==> config.mk <==
export PLATFORM = sky130hd
export DESIGN_NAME = tempo_step_clock_with_ratio_sync
export DESIGN_NICKNAME = d
export VERILOG_FILES = /design/src/rtl/tscr_pkg.sv /design/src/rtl/tscr_div.sv /design/src/rtl/tscr_dp.sv /design/src/rtl/tscr_ctrl.sv /design/src/rtl/tempo_step_clock_with_ratio_sync.sv
export SDC_FILE = /design/constraint.sdc
export NUM_CORES = 1
export LEC_CHECK = 0
export BUFFER_PORTS_ARGS = -buffer_cell sky130_fd_sc_hd__buf_2
export CORE_MARGIN = 3
export CORE_UTILIZATION = 42
export CTS_BUF_LIST = sky130_fd_sc_hd__clkbuf_16
export DETAILED_ROUTE_END_ITERATION = 8
export PLACE_DENSITY = 0.59
export SKIP_LAST_GASP = 1
export SYNTH_ARGS = -nofsm -noshare
export SYNTH_HDL_FRONTEND = slang
export SYNTH_HIERARCHICAL = 1
export SYNTH_SLANG_ARGS = --single-unit
==> constraint.sdc <==
create_clock -name clock -period 6.54 [get_ports clock]
set_input_delay 0.654 -clock clock [delete_from_list [all_inputs] [get_ports clock]]
set_output_delay 0.654 -clock clock [all_outputs]
set_load 0.02 [all_outputs]
==> src/rtl/tscr_pkg.sv <==
// ----------------------------------------------------------------------------
// tscr_pkg
// Shared types, constants and helpers of the tempo step clock with ratio sync.
// ----------------------------------------------------------------------------
package tscr_pkg;

   localparam int unsigned PERIOD_W    = 16;
   localparam int unsigned STEP_W      = 8;
   localparam int unsigned RATIO_W     = 8;
   localparam int unsigned BPM_W       = 10;
   localparam int unsigned CSR_DATA_W  = 10;
   localparam int unsigned CSR_INDEX_W = 2;
   localparam int unsigned DIVIDEND_W  = 24;
   localparam int unsigned DIV_COUNT_W = $clog2(DIVIDEND_W);

   localparam logic [PERIOD_W-1:0] PERIOD_MAX   = 16'hFFFF;
   localparam logic [PERIOD_W-1:0] MS_PER_MIN   = 16'd60000;
   localparam logic [PERIOD_W-1:0] PERIOD_RESET = 16'd666;
   localparam logic [PERIOD_W-1:0] BPM_RESET    = 16'd90;
   localparam logic [RATIO_W-1:0]  RATIO_RESET  = 8'd1;
   localparam logic [RATIO_W-1:0]  WRAP_RESET   = 8'd64;

   typedef enum logic [CSR_INDEX_W-1:0] {
      CSR_TEMPO = 2'd0,
      CSR_NUM   = 2'd1,
      CSR_DEN   = 2'd2,
      CSR_WRAP  = 2'd3
   } csr_index_type;

   typedef enum logic [1:0] {
      DSEL_TEMPO = 2'd0,
      DSEL_SCALE = 2'd1,
      DSEL_BPM   = 2'd2,
      DSEL_WRAP  = 2'd3
   } div_sel_type;

   typedef struct packed {
      logic        cfg_write;
      logic        tick;
      logic        mul;
      logic        div_start;
      logic        div_store;
      div_sel_type div_sel;
      logic        finish_resync;
      logic        finish_ratio;
      logic        rsp_load;
   } cmd_type;

   typedef struct packed {
      logic cfg_tempo_div;
      logic cfg_ratio_change;
      logic mp_nonzero;
      logic resync_due;
      logic step_due;
      logic wrap_zero;
      logic div_done;
      logic rsp_free;
   } status_type;

   // saturate at the top, floor at one
   function automatic logic [PERIOD_W-1:0] bound_period(input logic [DIVIDEND_W-1:0] q);
      logic [PERIOD_W-1:0] r;
      if (q > DIVIDEND_W'(PERIOD_MAX)) begin
         r = PERIOD_MAX;
      end else if (q == '0) begin
         r = PERIOD_W'(1);
      end else begin
         r = q[PERIOD_W-1:0];
      end
      return r;
   endfunction

endpackage

==> src/rtl/tscr_div.sv <==
// ----------------------------------------------------------------------------
// tscr_div
// Radix-2 restoring divider, one quotient bit per cycle.
// ----------------------------------------------------------------------------
module tscr_div (
   input  logic                                clock,
   input  logic                                reset,
   input  logic                                start,
   input  logic [tscr_pkg::DIVIDEND_W-1:0]     dividend,
   input  logic [tscr_pkg::PERIOD_W-1:0]       divisor,
   output logic                                done,
   output logic [tscr_pkg::DIVIDEND_W-1:0]     quotient,
   output logic [tscr_pkg::PERIOD_W-1:0]       remainder
);

   logic                                 busy_ff, busy_in;
   logic                                 done_ff, done_in;
   logic [tscr_pkg::DIV_COUNT_W-1:0]     count_ff, count_in;
   logic [tscr_pkg::DIVIDEND_W-1:0]      quo_ff, quo_in;
   logic [tscr_pkg::PERIOD_W-1:0]        rem_ff, rem_in;
   logic [tscr_pkg::PERIOD_W-1:0]        dsr_ff, dsr_in;
   logic [tscr_pkg::PERIOD_W:0]          shifted;
   logic [tscr_pkg::PERIOD_W:0]          trial;
   logic                                 fits;

   always_comb begin
      shifted = {rem_ff, quo_ff[tscr_pkg::DIVIDEND_W-1]};
      fits    = shifted >= {1'b0, dsr_ff};
      trial   = shifted - {1'b0, dsr_ff};
      busy_in  = busy_ff;
      done_in  = 1'b0;
      count_in = count_ff;
      quo_in   = quo_ff;
      rem_in   = rem_ff;
      dsr_in   = dsr_ff;
      if (start) begin
         busy_in  = 1'b1;
         count_in = tscr_pkg::DIV_COUNT_W'(tscr_pkg::DIVIDEND_W - 1);
         quo_in   = dividend;
         rem_in   = '0;
         dsr_in   = divisor;
      end else if (busy_ff) begin
         quo_in = {quo_ff[tscr_pkg::DIVIDEND_W-2:0], fits};
         rem_in = fits ? trial[tscr_pkg::PERIOD_W-1:0] : shifted[tscr_pkg::PERIOD_W-1:0];
         count_in = count_ff - tscr_pkg::DIV_COUNT_W'(1);
         if (count_ff == '0) begin
            busy_in = 1'b0;
            done_in = 1'b1;
         end
      end
   end

   always_ff @(posedge clock) begin
      if (reset) begin
         busy_ff <= 1'b0;
         done_ff <= 1'b0;
      end else begin
         busy_ff <= busy_in;
         done_ff <= done_in;
      end
      count_ff <= count_in;
      quo_ff   <= quo_in;
      rem_ff   <= rem_in;
      dsr_ff   <= dsr_in;
   end

   assign done      = done_ff;
   assign quotient  = quo_ff;
   assign remainder = rem_ff;

endmodule

==> src/rtl/tscr_dp.sv <==
// ----------------------------------------------------------------------------
// tscr_dp
// Datapath: clock state, ratio registers, shared divider and result register.
// ----------------------------------------------------------------------------
module tscr_dp (
   input  logic                                clock,
   input  logic                                reset,
   input  tscr_pkg::cmd_type                   cmd,
   output tscr_pkg::status_type                status,
   input  logic [tscr_pkg::PERIOD_W-1:0]       req_master_period,
   input  logic [tscr_pkg::CSR_INDEX_W-1:0]    csr_index,
   input  logic [tscr_pkg::CSR_DATA_W-1:0]     csr_data,
   output logic                                rsp_valid,
   input  logic                                rsp_ready,
   output logic [tscr_pkg::PERIOD_W-1:0]       rsp_event_period,
   output logic [tscr_pkg::STEP_W-1:0]         rsp_step_index,
   output logic [tscr_pkg::PERIOD_W-1:0]       rsp_current_bpm
);

   logic [tscr_pkg::RATIO_W-1:0]     num_ff, num_in;
   logic [tscr_pkg::RATIO_W-1:0]     den_ff, den_in;
   logic [tscr_pkg::RATIO_W-1:0]     wrap_ff, wrap_in;
   logic [tscr_pkg::BPM_W-1:0]       tempo_ff, tempo_in;
   logic [tscr_pkg::PERIOD_W-1:0]    elapsed_ff, elapsed_in;
   logic [tscr_pkg::STEP_W-1:0]      count_ff, count_in;
   logic [tscr_pkg::PERIOD_W-1:0]    period_ff, period_in;
   logic [tscr_pkg::PERIOD_W-1:0]    ref_ff, ref_in;
   logic [tscr_pkg::PERIOD_W-1:0]    bpm_ff, bpm_in;
   logic [tscr_pkg::RATIO_W-1:0]     mcount_ff, mcount_in;
   logic [tscr_pkg::PERIOD_W-1:0]    event_ff, event_in;
   logic [tscr_pkg::DIVIDEND_W-1:0]  product_ff, product_in;
   logic                             rsp_valid_ff, rsp_valid_in;
   logic [tscr_pkg::PERIOD_W-1:0]    rsp_event_ff, rsp_event_in;
   logic [tscr_pkg::STEP_W-1:0]      rsp_step_ff, rsp_step_in;
   logic [tscr_pkg::PERIOD_W-1:0]    rsp_bpm_ff, rsp_bpm_in;

   tscr_pkg::csr_index_type          csr_sel;
   logic [tscr_pkg::RATIO_W-1:0]     cfg_v8;
   logic [tscr_pkg::PERIOD_W-1:0]    elapsed_inc;
   logic [tscr_pkg::STEP_W:0]        count_inc;
   logic [tscr_pkg::DIVIDEND_W-1:0]  div_dividend;
   logic [tscr_pkg::PERIOD_W-1:0]    div_divisor;
   logic                             div_done;
   logic [tscr_pkg::DIVIDEND_W-1:0]  div_quo;
   logic [tscr_pkg::PERIOD_W-1:0]    div_rem;

   tscr_div u_div (
      .clock     (clock),
      .reset     (reset),
      .start     (cmd.div_start),
      .dividend  (div_dividend),
      .divisor   (div_divisor),
      .done      (div_done),
      .quotient  (div_quo),
      .remainder (div_rem)
   );

   assign csr_sel     = tscr_pkg::csr_index_type'(csr_index);
   assign cfg_v8      = csr_data[tscr_pkg::RATIO_W-1:0];
   assign elapsed_inc = (elapsed_ff == tscr_pkg::PERIOD_MAX) ?
                        elapsed_ff : elapsed_ff + tscr_pkg::PERIOD_W'(1);
   assign count_inc   = {1'b0, count_ff} + (tscr_pkg::STEP_W+1)'(1);

   always_comb begin
      status.cfg_tempo_div    = (csr_sel == tscr_pkg::CSR_TEMPO) && (csr_data != '0);
      status.cfg_ratio_change = ((csr_sel == tscr_pkg::CSR_NUM) && (cfg_v8 != num_ff)) ||
                                ((csr_sel == tscr_pkg::CSR_DEN) && (cfg_v8 != den_ff));
      status.mp_nonzero       = req_master_period != '0;
      status.resync_due       = mcount_ff >= num_ff;
      status.step_due         = (den_ff != '0) && (count_inc < {1'b0, den_ff}) &&
                                (elapsed_inc >= period_ff);
      status.wrap_zero        = wrap_ff == '0;
      status.div_done         = div_done;
      status.rsp_free         = !rsp_valid_ff || rsp_ready;
   end

   always_comb begin
      case (cmd.div_sel)
         tscr_pkg::DSEL_TEMPO: begin
            div_dividend = tscr_pkg::DIVIDEND_W'(tscr_pkg::MS_PER_MIN);
            div_divisor  = tscr_pkg::PERIOD_W'(csr_data);
         end
         tscr_pkg::DSEL_SCALE: begin
            div_dividend = product_ff;
            div_divisor  = tscr_pkg::PERIOD_W'(den_ff);
         end
         tscr_pkg::DSEL_BPM: begin
            div_dividend = tscr_pkg::DIVIDEND_W'(tscr_pkg::MS_PER_MIN);
            div_divisor  = period_ff;
         end
         tscr_pkg::DSEL_WRAP: begin
            div_dividend = tscr_pkg::DIVIDEND_W'(count_inc);
            div_divisor  = tscr_pkg::PERIOD_W'(wrap_ff);
         end
         default: begin
            div_dividend = '0;
            div_divisor  = '0;
         end
      endcase
   end

   always_comb begin
      num_in     = num_ff;
      den_in     = den_ff;
      wrap_in    = wrap_ff;
      tempo_in   = tempo_ff;
      elapsed_in = elapsed_ff;
      count_in   = count_ff;
      period_in  = period_ff;
      ref_in     = ref_ff;
      bpm_in     = bpm_ff;
      mcount_in  = mcount_ff;
      event_in   = event_ff;
      product_in = product_ff;
      rsp_valid_in = rsp_valid_ff;
      rsp_event_in = rsp_event_ff;
      rsp_step_in  = rsp_step_ff;
      rsp_bpm_in   = rsp_bpm_ff;

      if (cmd.cfg_write) begin
         case (csr_sel)
            tscr_pkg::CSR_TEMPO: begin
               tempo_in = csr_data;
               if (csr_data == '0) begin
                  period_in = tscr_pkg::PERIOD_MAX;
                  ref_in    = tscr_pkg::PERIOD_MAX;
                  bpm_in    = '0;
               end
            end
            tscr_pkg::CSR_NUM:  num_in  = cfg_v8;
            tscr_pkg::CSR_DEN:  den_in  = cfg_v8;
            tscr_pkg::CSR_WRAP: wrap_in = cfg_v8;
            default: ;
         endcase
      end

      if (cmd.tick) begin
         if (status.mp_nonzero) begin
            if (status.resync_due) begin
               ref_in = req_master_period;
            end else begin
               mcount_in = mcount_ff + tscr_pkg::RATIO_W'(1);
               event_in  = '0;
            end
         end else if (status.step_due) begin
            elapsed_in = '0;
            event_in   = period_ff;
            if (status.wrap_zero) begin
               count_in = count_inc[tscr_pkg::STEP_W-1:0];
            end
         end else begin
            elapsed_in = elapsed_inc;
            event_in   = '0;
         end
      end

      if (cmd.mul) begin
         product_in = tscr_pkg::DIVIDEND_W'(ref_ff) * tscr_pkg::DIVIDEND_W'(num_ff);
      end

      if (cmd.div_store) begin
         case (cmd.div_sel)
            tscr_pkg::DSEL_TEMPO: begin
               period_in = tscr_pkg::bound_period(div_quo);
               ref_in    = tscr_pkg::bound_period(div_quo);
               bpm_in    = tscr_pkg::PERIOD_W'(tempo_ff);
            end
            tscr_pkg::DSEL_SCALE: period_in = tscr_pkg::bound_period(div_quo);
            tscr_pkg::DSEL_BPM:   bpm_in    = div_quo[tscr_pkg::PERIOD_W-1:0];
            tscr_pkg::DSEL_WRAP:  count_in  = div_rem[tscr_pkg::STEP_W-1:0];
            default: ;
         endcase
      end

      if (cmd.finish_resync) begin
         elapsed_in = '0;
         count_in   = '0;
         mcount_in  = tscr_pkg::RATIO_W'(1);
         event_in   = period_ff;
      end

      if (cmd.finish_ratio) begin
         count_in = '0;
      end

      if (cmd.rsp_load) begin
         rsp_valid_in = 1'b1;
         rsp_event_in = event_ff;
         rsp_step_in  = count_ff;
         rsp_bpm_in   = bpm_ff;
      end else if (rsp_ready) begin
         rsp_valid_in = 1'b0;
      end
   end

   always_ff @(posedge clock) begin
      if (reset) begin
         num_ff       <= tscr_pkg::RATIO_RESET;
         den_ff       <= tscr_pkg::RATIO_RESET;
         wrap_ff      <= tscr_pkg::WRAP_RESET;
         elapsed_ff   <= '0;
         count_ff     <= '0;
         period_ff    <= tscr_pkg::PERIOD_RESET;
         ref_ff       <= tscr_pkg::PERIOD_RESET;
         bpm_ff       <= tscr_pkg::BPM_RESET;
         mcount_ff    <= '0;
         rsp_valid_ff <= 1'b0;
      end else begin
         num_ff       <= num_in;
         den_ff       <= den_in;
         wrap_ff      <= wrap_in;
         elapsed_ff   <= elapsed_in;
         count_ff     <= count_in;
         period_ff    <= period_in;
         ref_ff       <= ref_in;
         bpm_ff       <= bpm_in;
         mcount_ff    <= mcount_in;
         rsp_valid_ff <= rsp_valid_in;
      end
      tempo_ff     <= tempo_in;
      event_ff     <= event_in;
      product_ff   <= product_in;
      rsp_event_ff <= rsp_event_in;
      rsp_step_ff  <= rsp_step_in;
      rsp_bpm_ff   <= rsp_bpm_in;
   end

   assign rsp_valid        = rsp_valid_ff;
   assign rsp_event_period = rsp_event_ff;
   assign rsp_step_index   = rsp_step_ff;
   assign rsp_current_bpm  = rsp_bpm_ff;

   a_period_nonzero: assert property (@(posedge clock) disable iff (reset)
      period_ff != '0)
      else $error("step period reached zero");

   a_bpm_range: assert property (@(posedge clock) disable iff (reset)
      bpm_ff <= tscr_pkg::MS_PER_MIN)
      else $error("derived tempo out of range");

   a_load_free: assert property (@(posedge clock) disable iff (reset)
      cmd.rsp_load |-> (!rsp_valid_ff || rsp_ready))
      else $error("result register overwritten");

endmodule

==> src/rtl/tscr_ctrl.sv <==
// ----------------------------------------------------------------------------
// tscr_ctrl
// Controller: sequences writes, ticks, the multiply and the divider passes.
// ----------------------------------------------------------------------------
module tscr_ctrl (
   input  logic                   clock,
   input  logic                   reset,
   input  logic                   req_valid,
   output logic                   req_ready,
   input  logic                   csr_valid,
   output logic                   csr_ready,
   input  tscr_pkg::status_type   status,
   output tscr_pkg::cmd_type      cmd
);

   typedef enum logic [8:0] {
      S_IDLE       = 9'b000000001,
      S_MUL        = 9'b000000010,
      S_SCALE_GO   = 9'b000000100,
      S_SCALE_WAIT = 9'b000001000,
      S_BPM_GO     = 9'b000010000,
      S_BPM_WAIT   = 9'b000100000,
      S_TEMPO_WAIT = 9'b001000000,
      S_WRAP_WAIT  = 9'b010000000,
      S_DONE       = 9'b100000000
   } state_type;

   state_type state_ff, state_in;
   logic      resync_ff, resync_in;

   always_comb begin
      state_in  = state_ff;
      resync_in = resync_ff;
      cmd       = '0;
      req_ready = 1'b0;
      csr_ready = 1'b0;
      case (state_ff)
         S_IDLE: begin
            csr_ready = 1'b1;
            req_ready = !csr_valid;
            if (csr_valid) begin
               cmd.cfg_write = 1'b1;
               if (status.cfg_tempo_div) begin
                  cmd.div_start = 1'b1;
                  cmd.div_sel   = tscr_pkg::DSEL_TEMPO;
                  state_in      = S_TEMPO_WAIT;
               end else if (status.cfg_ratio_change) begin
                  resync_in = 1'b0;
                  state_in  = S_MUL;
               end
            end else if (req_valid) begin
               cmd.tick = 1'b1;
               if (status.mp_nonzero) begin
                  if (status.resync_due) begin
                     resync_in = 1'b1;
                     state_in  = S_MUL;
                  end else begin
                     state_in = S_DONE;
                  end
               end else if (status.step_due && !status.wrap_zero) begin
                  cmd.div_start = 1'b1;
                  cmd.div_sel   = tscr_pkg::DSEL_WRAP;
                  state_in      = S_WRAP_WAIT;
               end else begin
                  state_in = S_DONE;
               end
            end
         end
         S_MUL: begin
            cmd.mul  = 1'b1;
            state_in = S_SCALE_GO;
         end
         S_SCALE_GO: begin
            cmd.div_start = 1'b1;
            cmd.div_sel   = tscr_pkg::DSEL_SCALE;
            state_in      = S_SCALE_WAIT;
         end
         S_SCALE_WAIT: begin
            cmd.div_sel = tscr_pkg::DSEL_SCALE;
            if (status.div_done) begin
               cmd.div_store = 1'b1;
               state_in      = S_BPM_GO;
            end
         end
         S_BPM_GO: begin
            cmd.div_start = 1'b1;
            cmd.div_sel   = tscr_pkg::DSEL_BPM;
            state_in      = S_BPM_WAIT;
         end
         S_BPM_WAIT: begin
            cmd.div_sel = tscr_pkg::DSEL_BPM;
            if (status.div_done) begin
               cmd.div_store = 1'b1;
               if (resync_ff) begin
                  cmd.finish_resync = 1'b1;
                  state_in          = S_DONE;
               end else begin
                  cmd.finish_ratio = 1'b1;
                  state_in         = S_IDLE;
               end
            end
         end
         S_TEMPO_WAIT: begin
            cmd.div_sel = tscr_pkg::DSEL_TEMPO;
            if (status.div_done) begin
               cmd.div_store = 1'b1;
               state_in      = S_IDLE;
            end
         end
         S_WRAP_WAIT: begin
            cmd.div_sel = tscr_pkg::DSEL_WRAP;
            if (status.div_done) begin
               cmd.div_store = 1'b1;
               state_in      = S_DONE;
            end
         end
         S_DONE: begin
            if (status.rsp_free) begin
               cmd.rsp_load = 1'b1;
               state_in     = S_IDLE;
            end
         end
         default: begin
            state_in = S_IDLE;
         end
      endcase
   end

   always_ff @(posedge clock) begin
      if (reset) begin
         state_ff  <= S_IDLE;
         resync_ff <= 1'b0;
      end else begin
         state_ff  <= state_in;
         resync_ff <= resync_in;
      end
   end

   a_one_channel: assert property (@(posedge clock) disable iff (reset)
      !(req_valid && req_ready && csr_valid && csr_ready))
      else $error("tick and register write taken together");

   a_store_on_done: assert property (@(posedge clock) disable iff (reset)
      cmd.div_store |-> status.div_done)
      else $error("divider result stored before done");

   a_plain_tick: assert property (@(posedge clock) disable iff (reset)
      (cmd.tick && !status.mp_nonzero && !status.step_due) |=> state_ff == S_DONE)
      else $error("plain tick did not go straight to result");

endmodule

==> src/rtl/tempo_step_clock_with_ratio_sync.sv <==
// ----------------------------------------------------------------------------
// tempo_step_clock_with_ratio_sync
// Millisecond step clock that follows a tempo or resyncs to a master clock
// through a numerator/denominator ratio.
//
//   port group   direction   beat contents
//   req_*        in          one 1 ms tick, master_period (0 = none)
//   rsp_*        out         event_period, step_index, current_bpm
//   csr_*        in          register index and write data
//
// work from accept to the result beat: a plain tick or master pulse without
// resync goes straight to the result, a step that wraps through step_wrap
// takes one divider pass and a resync the multiply and two passes; a ratio
// write (multiply, two passes) or a tempo write (one pass) runs before the
// next beat is taken; reset is synchronous; no clearing pass; a waiting
// result does not block the next tick, which is taken as soon as the
// controller is back in idle and no register write is waiting
module tempo_step_clock_with_ratio_sync (
   input  logic                                clock,
   input  logic                                reset,
   input  logic                                req_valid,
   output logic                                req_ready,
   input  logic [tscr_pkg::PERIOD_W-1:0]       req_master_period,
   output logic                                rsp_valid,
   input  logic                                rsp_ready,
   output logic [tscr_pkg::PERIOD_W-1:0]       rsp_event_period,
   output logic [tscr_pkg::STEP_W-1:0]         rsp_step_index,
   output logic [tscr_pkg::PERIOD_W-1:0]       rsp_current_bpm,
   input  logic                                csr_valid,
   output logic                                csr_ready,
   input  logic [tscr_pkg::CSR_INDEX_W-1:0]    csr_index,
   input  logic [tscr_pkg::CSR_DATA_W-1:0]     csr_data
);

   tscr_pkg::cmd_type    cmd;
   tscr_pkg::status_type status;

   tscr_ctrl u_ctrl (
      .clock     (clock),
      .reset     (reset),
      .req_valid (req_valid),
      .req_ready (req_ready),
      .csr_valid (csr_valid),
      .csr_ready (csr_ready),
      .status    (status),
      .cmd       (cmd)
   );

   tscr_dp u_dp (
      .clock             (clock),
      .reset             (reset),
      .cmd               (cmd),
      .status            (status),
      .req_master_period (req_master_period),
      .csr_index         (csr_index),
      .csr_data          (csr_data),
      .rsp_valid         (rsp_valid),
      .rsp_ready         (rsp_ready),
      .rsp_event_period  (rsp_event_period),
      .rsp_step_index    (rsp_step_index),
      .rsp_current_bpm   (rsp_current_bpm)
   );

endmodule
# Word-level counts from Yosys, hierarchy flattened
# Index checks and enable logic that the tools add are counted.
op_classes:
  add_sub_neg: 5
  n_mul: 1
  div_mod_pow: 0
  n_lt_le_gt_ge: 5
  n_eq_ne: 29
  shifts: 0
  n_mux: 94
  n_bitwise: 3
  n_reduce_logical: 46
op_table:
  columns: ["operator", "n"]
  rows:
  - ["$mux W16", 27]
  - ["$mux W9", 13]
  - ["$pmux W9 S9", 1]
  - ["$pmux W24 S3", 1]
  - ["$pmux W16 S4", 1]
  - ["$mux W24", 2]
  - ["$mux W8", 6]
  - ["$mux W1", 33]
  - ["$pmux W16 S2", 1]
  - ["$gt A24 B16 Y1 const B", 1]
  - ["$logic_not A24 Y1", 1]
  - ["$mul A16 B8 Y24", 1]
  - ["$ge A17 B16 Y1", 1]
  - ["$add A16 B1 Y16 const B", 1]
  - ["$eq A16 B16 Y1 const B", 1]
  - ["$ge A16 B16 Y1", 1]
  - ["$ne A8 B8 Y1", 2]
  - ["$reduce_bool A16 Y1", 1]
  - ["$sub A16 B16 Y16", 1]
  - ["$mux W2", 7]
  - ["$reduce_bool A2 Y1", 7]
  - ["$reduce_and A2 Y1", 6]
  - ["$reduce_or A2 Y1", 6]
  - ["$logic_not A10 Y1", 1]
  - ["other kinds (36)", 60]
totals:
  ff_bits: 268
  latch_bits: 0
  ram_bits: 0
  mem_bits_ro: 0
  output_inout_bits: 43
  n_memories: 0

# Logic depth before layout (Yosys ltp)
depth:
  word_depth: 14
  ltp_mapped: 29
  mapped_depth_nobuf: 25

# Modules after synthesis
# Netlist, hierarchy kept.
modules_own_cells:
  columns: ["module", "instances", "cells_per_inst", "area_per_inst_um2", "seq_area_each_um2"]
  rows:
  - ["tscr_dp", 1, 1348, 13364.1, 4804.6]
  - ["tscr_div", 1, 325, 3470.8, 1661.6]
  - ["tscr_ctrl", 1, 99, 793.3, 200.2]

# Worst setup path after synthesis
# No wires, ideal clock.
synth_timing:
  path_kind: "register -> register"
  from: "register u_dp/elapsed_ff[0] (netlist bit)"
  to: "register u_dp.u_div.quo_ff, in the netlist u_dp/u_div/quotient[0], enable pin"
  arrival_ps: 5716
  t_required_ps: 6161
  setup_slack_ps: 445
  stages_incl_launch_ff: 26
  period_less_slack_ps: 6095
  path_cell_list: "dfxtp_1 -> ha_1 -> and3_1 -> nand3_1 -> or3_1 -> buf_2 -> nor2b_1 -> buf_2 -> nand2_1 -> xnor2_1 -> ha_1 -> and4_1 -> nor4b_1 -> o31ai_2 -> a21oi_2 -> nand2_2 -> inv_2 -> or3b_2 -> nor3_1 -> mux2i_1 -> or4_1 -> nand3_1 -> buf_4 -> nor2_1 -> clkbuf_1 -> inv_1"
synth_lines:
  columns: ["element", "line_no", "source"]
  rows:
  - ["start, declared", "tscr_dp.sv:24", "logic [tscr_pkg::PERIOD_W-1:0] elapsed_ff, elapsed_in;"]
  - ["start signal, assigned", "tscr_dp.sv:212", "elapsed_ff <= elapsed_in;"]
  - ["end signal, assigned", "tscr_div.sv:62", "quo_ff <= quo_in;"]
  - ["end, declared", "tscr_div.sv:19", "logic [tscr_pkg::DIVIDEND_W-1:0] quo_ff, quo_in;"]

==> results.txt <==
----------------------------------------------------
[Outcome]
  Run status ... completed

[Route]
  Antenna Nets Post-Route ... 0
  Post-detailed-route DRC marker count ... 0
  First-pass DRT Iterations ... 5
  Overall via count from detail_route ... 13097
  Detailed Route WL ... 46400 um
  Via/cell ratio ... 5.52
  Initial DRC Count ... 970
  WL/cell ... 19.5 um

[Clocking]
  Number of gates resized after CTS ... 0
  Longest Clk Path Bufs ... 3
  Post-CTS setup buffer count ... 0
  Clock transition at path regs ... 60 ps
  CTS Root Buffer Type ... sky130_fd_sc_hd__clkbuf_16
  Total number of clock tree sinks ... 268
  Worst-Skew Late Latency ... 550 ps
  CTS Hold Buffers Added ... 0
  H-tree level count ... 1
  Clock tree from TritonCTS ... done
  Number of CTS-inserted buffers ... 29

[Floorplanning]
  Floorplan core area ... 41100 um^2
  Width of the die ... 211 um
  Die H ... 211 um
  Initial core utilization ... 42.9%
  Total Die Area ... 44500 um^2
  Number of primary I/O pins ... 76
  Placement row count ... 74

[Worst setup path]
  Worst EP required ... 6940 ps
  Category of the most critical setup path ... flip-flop to flip-flop
  Arrival time at the worst endpoint ... 6490 ps
  CP Capture Type ... flip-flop
  Maximum net fanout on the critical path ... 27
  Element type at the critical path start ... flip-flop

[Placed design]
  Routability congestion estimate ... 0.850
  Placed wire-length estimate ... 35200 um
  Port-buffer cells ... 75

[Power]
  Fraction of power consumed by combinational cells ... 25.8%
  Switching power share of the total ... 32.9%
  Cell-internal power ... 3.33 mW
  Sequential share of power ... 43.5%
  Leakage component of the power ... 8.19 nW
  Power per cell area ... 256 nW/um^2
  Worst VDD drop ... 0.000163 V
  Power, Total ... 4.97 mW
  Power dissipated by switching net loads ... 1.63 mW
  Portion of total power attributed to the clock network ... 30.6%

[Synth]
  Most frequent cells after synthesis ... 177 x sky130_fd_sc_hd__inv_1, 154 x sky130_fd_sc_hd__and2_1, 138 x sky130_fd_sc_hd__dfxtp_1
  Netlist area before placement ... 17600 um^2
  Mapped Nets ... 1985
  Cell type with the highest aggregate area in the netlist ... sky130_fd_sc_hd__edfxtp_1
  Synth top area share ... 22.1%
  Flip-flop and latch count after synthesis ... 268
  Count of different cell masters after synthesis ... 101
  Cells after synthesis ... 1772
  Synth Flop Type ... sky130_fd_sc_hd__dfxtp_1
  Leading cell types by total area after synthesis ... sky130_fd_sc_hd__edfxtp_1 22%, sky130_fd_sc_hd__dfxtp_1 16%, sky130_fd_sc_hd__fa_1 9.7%
  Share of synthesized area occupied by flip-flops and latches ... 37.8%
  Mean instance size in the synthesized netlist ... 9.95 um^2
  Proportion of register bits with asynchronous set or reset after synthesis ... 0%
  Yosys warnings ... 6
  Most instantiated library cell after synthesis ... sky130_fd_sc_hd__inv_1
  EDFF count, synth ... 130

[Layout]
  Register cell area after layout ... 6670 um^2
  Count of filler cells inserted in the layout ... 3903
  Final #Nets ... 2031
  Fraction of final layout cells sized beyond drive strength 1 ... 12.4%
  Antenna cells ... 0
  Area overhead of the layout relative to synthesis ... 9.84%
  Area occupied by multi-input gates ... 9920 um^2

[Hold path]
  Hold Crit Class ... input port to flip-flop

[Job]
  Max-cap check violation count ... 0

[Timing]
  Maximum frequency from static timing analysis ... 0.164 GHz
  Summed negative setup slack over all endpoints ... 0 ps
  Endpoints failing hold ... 0
  Final cycle utilization of the critical path ... 93.2%
  Headroom to the max-slew limit ... 27.1%
  Min cycle time layout ... 6090 ps
  Actual slew at the worst max-slew pin ... 1090 ps
  Fin Clk Skew ... 12.7 ps
  Max-slew violation count ... 0
  Number of failing setup endpoints in the final timing report ... 0
  RSZ-0062 raised after global routing ... no

[Global routing]
  Total overflow reported by the global router ... 0
  Maximum number of pins on one net before global-route repair ... 59
  Number of global-route vias before repair ... 12897
  Overall global routing resource usage ... 20.7%
  Wire length of the first global-routing pass ... 73200 um
  Antenna violations before repair ... 0

----------------------------------------------------
## critical path, cell delays in order, from the launching register on
cell                      delay, ps
sky130_fd_sc_hd__dfxtp_1        430
sky130_fd_sc_hd__ha_1           210
sky130_fd_sc_hd__and3_1         220
sky130_fd_sc_hd__nand3_1        130
sky130_fd_sc_hd__or3_1          540
sky130_fd_sc_hd__nor2b_2        270
sky130_fd_sc_hd__nand2_1        120
sky130_fd_sc_hd__xnor2_1         70
sky130_fd_sc_hd__ha_1           290
sky130_fd_sc_hd__and4_1         260
sky130_fd_sc_hd__nor4b_2        300
sky130_fd_sc_hd__o31ai_2        100
sky130_fd_sc_hd__a21oi_2        170
sky130_fd_sc_hd__nand2_2        230
sky130_fd_sc_hd__inv_2          150
sky130_fd_sc_hd__or3b_2         530
sky130_fd_sc_hd__nor3_1         150
sky130_fd_sc_hd__mux2i_1         90
sky130_fd_sc_hd__or4_1          460
sky130_fd_sc_hd__nand3_1        140
sky130_fd_sc_hd__buf_6          270
sky130_fd_sc_hd__nor2b_1        190
sky130_fd_sc_hd__and2_1         310
sky130_fd_sc_hd__a22oi_1        220
sky130_fd_sc_hd__nor2_1          80
## power groups by stage
stage               Clock (mW)  Combinational [mW]  Sequential [mW]
floorplan                    0               0.976             2.11
global placement             0                1.26             2.19
detailed placement           0                1.28             2.20
CTS                       1.55                1.28             2.16
global route              1.63                1.43             2.18
finish                    1.52                1.28             2.16
## placed cells by master, fill, tap and decap left out, types with 20 or more instances in the layout
| cell type | n |
|---|---|
| sky130_fd_sc_hd__nand2b_1 | 23 |
| sky130_fd_sc_hd__o21ai_0 | 55 |
| sky130_fd_sc_hd__fa_1 | 85 |
| sky130_fd_sc_hd__xor2_1 | 21 |
| sky130_fd_sc_hd__nand2_1 | 123 |
| sky130_fd_sc_hd__buf_2 | 75 |
| sky130_fd_sc_hd__nor2_1 | 118 |
| sky130_fd_sc_hd__a21oi_1 | 51 |
| sky130_fd_sc_hd__nor3_1 | 29 |
| sky130_fd_sc_hd__mux2i_1 | 42 |
| sky130_fd_sc_hd__a21o_1 | 20 |
| sky130_fd_sc_hd__edfxtp_1 | 130 |
| sky130_fd_sc_hd__mux2_2 | 24 |
| sky130_fd_sc_hd__nand3_1 | 40 |
| sky130_fd_sc_hd__ha_1 | 95 |
| sky130_fd_sc_hd__clkbuf_16 | 30 |
| sky130_fd_sc_hd__and2_1 | 154 |
| sky130_fd_sc_hd__xnor2_1 | 59 |
| sky130_fd_sc_hd__inv_1 | 186 |
| sky130_fd_sc_hd__dfxtp_1 | 138 |
## sequential cells by signal (all words and copies together), names as in the netlist, 5 cells and up
name,cells
u_dp/u_div/remainder,16
u_dp/rsp_current_bpm,16
u_dp/event_ff,16
u_dp/period_ff,16
u_dp/elapsed_ff,16
u_dp/den_ff,8
u_dp/bpm_ff,16
u_dp/rsp_step_index,8
u_dp/tempo_ff,10
u_dp/mcount_ff,8
u_dp/product_ff,24
u_dp/u_div/dsr_ff,16
u_dp/num_ff,8
u_dp/wrap_ff,8
u_dp/count_ff,8
u_dp/ref_ff,16
u_ctrl/state_ff,9
u_dp/u_div/quotient,24
u_dp/u_div/count_ff,5
u_dp/rsp_event_period,16
## through the flow
step / cells / utilization (%) / setup WS [ps] / instance area [um^2] / hold slack, ps
2_1_floorplan: 1772 / - / 445 / 17600 / 400
3_3_place_gp: 2319 / 44.9 / 500 / 18500 / 407
3_5_place_dp: 2319 / 44.9 / 175 / 18500 / 405
4_1_cts: 2373 / 47.1 / 127 / 19300 / 349
5_1_grt: 2373 / 47.1 / 17.1 / 19400 / 358
6_report: 2373 / 47.1 / 446 / 19400 / 373
## metal layers
metal	vias to the layer above	track usage, %	share of wire, %
li1	6250	-	-
met1	6363	28.3	43
met2	403	34.4	47
met3	81	2.47	5.5
met4	0	6.95	3.7
met5	-	0	0
## worst paths after layout
check,from,endpoint,slack [ps],depth (start not counted)
setup reg to reg,u_dp/elapsed_ff[0],u_dp/bpm_ff[15],450,24
hold / removal,csr_data[8],u_dp/tempo_ff[8],370,1
hold reg to reg,u_dp/event_ff[5],u_dp/rsp_event_period[5],420,0
setup / recovery,u_dp/elapsed_ff[0],u_dp/bpm_ff[15],450,24
## kinds of logic after synthesis
kind of cell,after synthesis,synth area share [%]
adder cells (fa/ha/maj),180,16.4
multiplexers,75,5.00
XOR/XNOR,80,3.97
AND/OR/NAND/NOR,612,18.7
flip-flops,268,37.8
AO/OA/AOI/OAI,296,12.1
buffers and inverters,261,6.04
## layout make-up
class | count | area share [%]
Clock inverter | 24 | 0.672
Timing Repair Buffer | 96 | 2.84
Clock buffer | 30 | 3.88
Inverter | 180 | 3.49
Tap cell | 532 | 3.44
Multi-Input combinational cell | 1243 | 51.3
Sequential cell | 268 | 34.4
No activity file was read; power rests on OpenSTA's default activity.
